**src/rtl/core/tedq_pkg.sv**
```systemverilog
// shared types for the tagged entry deque: command and status codes,
// the entry record and the control bundle that drives the row of cells
// no dependencies
`default_nettype none

package tedq_pkg;

    localparam int VALUE_W = 64;
    localparam int KIND_W  = 5;
    localparam int PRIO_W  = 3;

    typedef enum logic [2:0] {
        CMD_PUSH_FRONT = 3'd0,
        CMD_PUSH_BACK  = 3'd1,
        CMD_POP_FRONT  = 3'd2,
        CMD_POP_BACK   = 3'd3,
        CMD_PEEK_FRONT = 3'd4,
        CMD_PEEK_BACK  = 3'd5,
        CMD_CLEAR      = 3'd6
    } t_cmd;

    typedef enum logic [1:0] {
        ST_OK    = 2'd0,
        ST_EMPTY = 2'd1,
        ST_FULL  = 2'd2
    } t_status;

    typedef struct packed {
        logic [VALUE_W-1:0] value;
        logic [KIND_W-1:0]  kind;
        logic [PRIO_W-1:0]  prio;
    } t_entry;

    // row shift and back-write strobes, already gated by the accepted request
    typedef struct packed {
        logic push_front;
        logic push_back;
        logic pop_front;
    } t_cell_ctrl;

endpackage

`default_nettype wire

```
**src/rtl/core/tedq_cell.sv**
```systemverilog
// one slot of the deque row: holds an entry, takes it from its left or
// right neighbor on front pushes and pops, or from the input on a back push
// depends on tedq_pkg
`default_nettype none

module tedq_cell #(
    parameter int IDX = 0,
    parameter int CW  = 7
) (
    input  wire logic                 i_clk,
    input  wire tedq_pkg::t_cell_ctrl i_ctrl,
    input  wire logic [CW-1:0]        i_count,
    input  wire tedq_pkg::t_entry     i_entry,
    input  wire tedq_pkg::t_entry     i_left,
    input  wire tedq_pkg::t_entry     i_right,
    output tedq_pkg::t_entry          o_data,
    output tedq_pkg::t_entry          o_back
);

    tedq_pkg::t_entry r_data;
    tedq_pkg::t_entry n_data;
    logic             w_is_slot;
    logic             w_is_back;

    // first free slot and current back entry
    assign w_is_slot = (i_count == CW'(IDX));
    assign w_is_back = (i_count == CW'(IDX + 1));

    always_comb begin
        if (i_ctrl.push_front) begin
            n_data = i_left;
        end else if (i_ctrl.pop_front) begin
            n_data = i_right;
        end else if (i_ctrl.push_back && w_is_slot) begin
            n_data = i_entry;
        end else begin
            n_data = r_data;
        end
    end

    always_ff @(posedge i_clk) begin
        r_data <= n_data;
    end

    assign o_data = r_data;
    assign o_back = w_is_back ? r_data : '0;

endmodule

`default_nettype wire

```
**config.mk**
```make
export PLATFORM = sky130hd
export DESIGN_NAME = tedq_cell
export DESIGN_NICKNAME = d
export VERILOG_FILES = /design/src/rtl/core/tedq_pkg.sv /design/src/rtl/core/tedq_cell.sv
export SDC_FILE = /design/constraint.sdc
export NUM_CORES = 1
export LEC_CHECK = 0
export ABC_AREA = 1
export BUFFER_PORTS_ARGS = -buffer_cell sky130_fd_sc_hd__clkbuf_2
export CAP_MARGIN = 20
export CORE_AREA = 8 8 137 139
export DETAILED_ROUTE_END_ITERATION = 8
export DIE_AREA = 0 0 145 147
export GPL_TIMING_DRIVEN = 0
export HOLD_SLACK_MARGIN = 0.06
export PLACE_DENSITY = 0.65
export REMOVE_ABC_BUFFERS = 1
export SLEW_MARGIN = 40
export SYNTH_ARGS = -nofsm -noshare
export SYNTH_HDL_FRONTEND = slang
export SYNTH_SLANG_ARGS = --single-unit
```
**constraint.sdc**
```tcl
create_clock -name i_clk -period 2.9 [get_ports i_clk]
set_input_delay 0.58 -clock i_clk [delete_from_list [all_inputs] [get_ports i_clk]]
set_output_delay 0.58 -clock i_clk [all_outputs]
set_load 0.03 [all_outputs]
```
==> results of run 1 <==
==> worst min-delay path by stage <==
stage,end,depth (start not counted),slack [ns]
2_1_floorplan,o_data[0]$_DFFE_PP_,2,0.81
3_3_place_gp,o_data[18]$_DFFE_PP_,3,0.89
3_5_place_dp,o_data[44]$_DFFE_PP_,3,0.91
4_1_cts,o_data[44]$_DFFE_PP_,3,0.55
5_1_grt,o_data[44]$_DFFE_PP_,3,0.56
6_report,o_data[29]$_DFFE_PP_,3,0.57
==> synth_stat cells <==
master and instances:
buf_2 21, nand4_1 1, buf_6 14, nand2_4 1
edfxtp_1 72, nor3_4 1, nand2_1 75, inv_2 2
a21oi_1 144, buf_4 2, nor2_2 14, inv_1 76
nor2_1 136
==> cell families (layout without fill, tap and decap cells) <==
logic type / after synthesis / count (layout) / synth area share (%)
AND/OR/NAND/NOR: 228 / 228 / 20.92
AO/OA/AOI/OAI: 144 / 144 / 16.50
buffers and inverters: 115 / 465 / 13.07
flip-flops: 72 / 72 / 49.51
==> worst max-delay path, cell delays in order <==
cell and delay, ns:
clkbuf_2 0.11, nor3_4 0.27, nand2_8 0.34, nor2_1 0.28, clkbuf_2 0.25
==> final cells by class <==
type                            count  area (µm²)
Clock inverter                      4       45.04
Tap cell                          225       281.5
Sequential cell                    72        2162
Fill cell                        1744       10190
Inverter                           78       302.8
Clock buffer                       12       236.5
Multi-Input combinational cell    372        1650
Timing Repair Buffer              371        1889
==> report_power, final <==
part	total (mW)	switching, mW	internal [mW]	leakage [nW]
Combinational	0.830	0.556	0.274	2.72
Clock	1.09	0.426	0.663	0.140
Sequential	1.37	0.0764	1.30	0.728
Total	3.29	1.06	2.23	3.59
==> cell usage in the layout (no fill, tap or decap), types with 2 or more instances in the layout <==
cell       synthesis  routed
nor2_2            14      14
clkbuf_2           0     368
clkbuf_8           0       2
clkbuf_1           0       3
nor2_1           136     136
inv_6              0       2
inv_1             76      76
nand2_1           75      74
clkbuf_16          0       9
a21oi_1          144     144
edfxtp_1          72      72
clkinv_2           0       3
==> metrics by stage <==
stage / hold slack (ns) / std cells / utilization [%]
after floorplan: 0.8098 / 522 / -
after global placement: 0.8949 / 1117 / 37.13
after detailed placement: 0.9063 / 1118 / 37.46
after CTS: 0.5502 / 1134 / 39.14
after global routing: 0.5600 / 1134 / 39.20
final: 0.5682 / 1134 / 39.20
==> metal layers <==
layer  GRT usage (%)  part of all wire [%]  vias to the layer above  wire, µm
met2           28.48                    50                      240      9209
met3           5.106                   8.0                       24      1469
met4           6.418                   2.2                        0       407
met5               0                     0                        -         0
met1           17.69                    39                     2222      7176
li1                -                     -                     2486         -
==> impl_metrics.py, run 1 <==
metrics = {
    "timing": {
        "slew_headroom_pct": 59.86,
        "period_share_pct": 83.66,
        "tightest_slew_ns": 0.6022,
        "drv_slew": 0,
        "fmax_mhz": 412.2,
        "setup_ws_ns": 0.4738,
        "fin_setup_tns_ns": 0,
        "period_needed_ns": 2.426,
        "setup_viol_count_final": 0,
        "hold_viol_final": 0,
        "rsz0062_at_grt": "false",
    },
    "yosys": {
        "synth_largest_area_cell": "edfxtp_1",
        "avgSynthCellArea_um2": 7.812,
        "synthTopCellsByArea": "edfxtp_1, a21oi_1, nor2_1",
        "seq_area_frac_synth_pct": 49.51,
        "syn_area_um2": 4367,
        "synth_cells": 559,
        "synth_top_area_share_pct": 49.51,
        "yosys_warnings": 0,
        "ys_ff_latch": 72,
        "yosysUniqueCellTypes": 13,
    },
    "grt": {
        "antenna_found_initial": 0,
        "track_usage_pct": 16.14,
        "grt_start_max_net_pins": 75,
        "grt_pass1_vias": 5012,
        "grt_overflow_total": 0,
        "grt_pass1_wl_um": 27380,
    },
    "finish": {
        "largest_reg_flops": 72,
        "drive_above_1_share_pct": 44.33,
        "insertedDiodeCount": 0,
        "area_growth_pct": 50.40,
        "final_area_um2": 6568,
        "final_nets": 1131,
    },
    "power_and_ir_drop": {
        "powerDensity_nw_per_um2": 501.3,
        "peakVddDrop_v": 0.0002367,
        "leakage_nw": 3.590,
        "finalPower_mw": 3.293,
    },
    "critical_path": {
        "cp_max_fo": 72,
        "startpoint": "i_count[5]",
        "crit_required_ns": 2.32,
        "worstPathArrival_ns": 1.85,
        "crit_type": "in -> out",
        "cp-start-kind": "input pin",
        "end_kind": "output port",
        "cp-endpoint": "o_back[62]",
    },
    "min_path": {
        "min_path_type": "in -> reg",
        "min_from": "i_left[29]",
    },
    "clocking": {
        "post-cts-setup-buffers": 0,
        "cts-root-buf": "clkbuf_16",
        "clk_pin_slew_ns": 0.06,
        "tritoncts": "yes",
        "numCtsBuffers": 9,
        "cts_sinks": 72,
        "hold_buffers": 0,
        "cts_resized": 0,
        "htreeDepth": 3,
        "clk_path_buf_depth": 2,
    },
    "placed_design": {
        "hpwlAfterDp_um": 13670,
        "io_buffer_count": 370,
        "placed_area_um2": 6277,
        "gp_congestion": 0.7857,
        "place_ws_ns": 0.3121,
    },
    "detailed_routing": {
        "drt_iter0_markers": 268,
        "drc_errors": 0,
        "ant_nets": 0,
        "drtPass1Iterations": 5,
        "vias": 4972,
        "viasPerCell": 4.384,
        "wl_per_cell_um": 16.10,
        "wl_um": 18260,
    },
    "die": {
        "num_io_pins": 371,
        "start_util_pct": 26.06,
        "die_h_um": 147,
        "die_w_um": 145,
        "core_area_um2": 16760,
        "rows": 48,
        "dieArea_um2": 21320,
    },
    "job": {
        "cap_viol_max_count": 0,
    },
    "outcome": {
        "status": "finished, final reports clean",
    },
}
No activity file was read; power rests on OpenSTA's default activity.
==> run 2, diff against run 1 <==
==> constraint.sdc (replaced) <==
create_clock -name i_clk -period 2.11 [get_ports i_clk]
set_input_delay 0.422 -clock i_clk [delete_from_list [all_inputs] [get_ports i_clk]]
set_output_delay 0.422 -clock i_clk [all_outputs]
set_load 0.03 [all_outputs]
==> run 2 against run 1 <==
Compared with the run above: flip-flop and latch count unchanged; largest cell class unchanged; critical endpoint is now o_back[59]; critical path depth up 3; count of clock-buffer cells in the layout unchanged.
==> impl_metrics.py, run 2 (synthesized netlist as in run 1, its figures left out) <==
metrics = {
    "outcome": {
        "status": "finished, final reports clean",
    },
    "finish": {
        "final_area_um2": 6635,
        "layout_commonest_cell": "clkbuf_2",
        "largest_reg_flops": 72,
        "fillers": 1742,
        "insertedDiodeCount": 0,
        "final_nets": 1136,
        "final_cell_mix": "clkbuf_2, a21oi_1, nor2_1",
        "area_growth_pct": 51.95,
        "stdcell_count": 1139,
        "drive_above_1_share_pct": 44.64,
    },
    "clocking": {
        "tritoncts": "yes",
        "cts-root-buf": "clkbuf_16",
        "cts_sinks": 72,
        "clk_pin_slew_ns": 0.06,
        "numCtsBuffers": 9,
        "hold_buffers": 0,
        "htreeDepth": 3,
        "clk_path_buf_depth": 2,
    },
    "min_path": {
        "min_path_type": "in -> reg",
        "holdPathStages": 3,
    },
    "detailed_routing": {
        "wl_per_cell_um": 16.62,
        "drtPass1Iterations": 4,
        "ant_nets": 0,
        "viasPerCell": 4.421,
        "vias": 5035,
        "wl_um": 18930,
        "drc_errors": 0,
        "drt_iter0_markers": 255,
    },
    "power_and_ir_drop": {
        "p_switching_mw": 1.463,
        "leakage_nw": 3.616,
        "powerDensity_nw_per_um2": 684.1,
        "finalPower_mw": 4.539,
        "p_int_mw": 3.076,
        "peakVddDrop_v": 0.0003253,
        "power_frac_comb_pct": 25.4,
        "pwr-share-clk_pct": 33.1,
        "swShare_pct": 32.22,
        "seqPwrFrac_pct": 41.6,
    },
    "critical_path": {
        "worst-path-buf-inv": 4,
        "crit_top_cell": "clkbuf_2",
        "cp-start-kind": "input pin",
        "slowest_delay_ns": 0.22,
        "worstPathArrival_ns": 1.59,
        "path_cells": "clkbuf_2 > inv_1 > nand2_1 > nor2_4 > buf_4 > nand2_8 > nor2_1 > clkbuf_2",
        "crit_required_ns": 1.69,
        "end_kind": "output port",
        "cp_max_fo": 36,
        "crit_type": "in -> out",
        "cp.depth": 8,
        "crit_family": "simple AND/OR/NAND/NOR gates",
        "slowest_stage": "clkbuf_2",
    },
    "die": {
        "die_h_um": 147,
        "core_area_um2": 16760,
        "num_io_pins": 371,
        "die_w_um": 145,
        "start_util_pct": 26.06,
        "rows": 48,
        "dieArea_um2": 21320,
    },
    "grt": {
        "grt_start_max_net_pins": 75,
        "grt_overflow_total": 0,
        "track_usage_pct": 16.14,
        "antenna_found_initial": 0,
        "grt_pass1_wl_um": 27390,
        "grt_pass1_vias": 5015,
    },
    "placed_design": {
        "hpwlAfterDp_um": 13670,
        "dp_cells": 1118,
        "io_buffer_count": 370,
        "placed_area_um2": 6277,
        "gp_congestion": 0.7857,
    },
    "timing": {
        "fmax_mhz": 497.2,
        "slew_headroom_pct": 60.16,
        "hold_viol_final": 0,
        "tightest_slew_ns": 0.5975,
        "period_share_pct": 95.32,
        "fin_setup_tns_ns": 0,
        "period_needed_ns": 2.011,
        "drv_slew": 0,
        "rsz0062_at_grt": "false",
        "setup_viol_count_final": 0,
    },
    "job": {
        "cap_viol_max_count": 0,
    },
}
==> run 2: changes by cell type in the layout (fill, tap and decap cells not counted) <==
cell     change
buf_12       +1
buf_4        +3
nor2_2       -1
nand2_8      +1
nor2_4       +1
==> run 2: final cells by class <==
| cell class | instances | area (µm²) | area share (%) |
|---|---|---|---|
| sequential | 72 | 2162 | 32.59 |
| timing repair buffer | 375 | 1932 | 29.12 |
| multi-input combinational | 373 | 1675 | 25.25 |
| inverter | 78 | 302.8 | 4.563 |
| tap | 225 | 281.5 | 4.243 |
| clock buffer | 12 | 236.5 | 3.564 |
| clock inverter | 4 | 45.04 | 0.6789 |
==> run 2: per-stage QoR <==
step / hold WS [ns] / utilization, % / setup slack (ns)
finish: 0.4070 / 39.60 / 0.09883
global route: 0.4020 / 39.60 / 0.02434
CTS: 0.3922 / 39.20 / 0.003884
detailed placement: 0.7483 / 37.46 / -0.1619
global placement: 0.7369 / 37.13 / -2.551
floorplan: 0.6518 / - / -0.4815
==> run 2: what timing repair did <==
action	4_1_cts	5_1_grt
hold endpoints to repair	0	0
cloned	0	1
endpoints found under the setup margin	72	57
pin swaps	1	3
resized for setup	1	2
buffers inserted	0	4
==> run 2: worst paths after layout <==
kind / startpoint / to / slack (ns)
worst max-delay path: i_count[2] / o_back[59] / 0.1
worst min-delay path: i_left[40] / o_data[40]$_DFFE_PP_ / 0.41
==> run 2: tightest hold or removal path, cell delays in order <==
cell	delay [ns]
clkbuf_2	0.07
nor2_1	0.03
a21oi_1	0.10
==> run 2: power by group through the flow <==
stage | registers (mW) | clock network (mW) | logic, mW
after floorplan | 2.24 | 0 | 0.283
after global placement | 1.92 | 0 | 1.13
final | 1.89 | 1.50 | 1.15
after detailed placement | 1.91 | 0 | 1.14
after global routing | 1.91 | 1.58 | 1.25
after CTS | 1.89 | 1.54 | 1.15
==> run 2: metal layers <==
layer / track usage (%) / routed length, µm / vias up
li1: - / - / 2498
met1: 17.71 / 7313 / 2261
met2: 28.48 / 9659 / 248
met3: 5.106 / 1535 / 28
met4: 6.418 / 425 / 0
met5: 0 / 0 / -
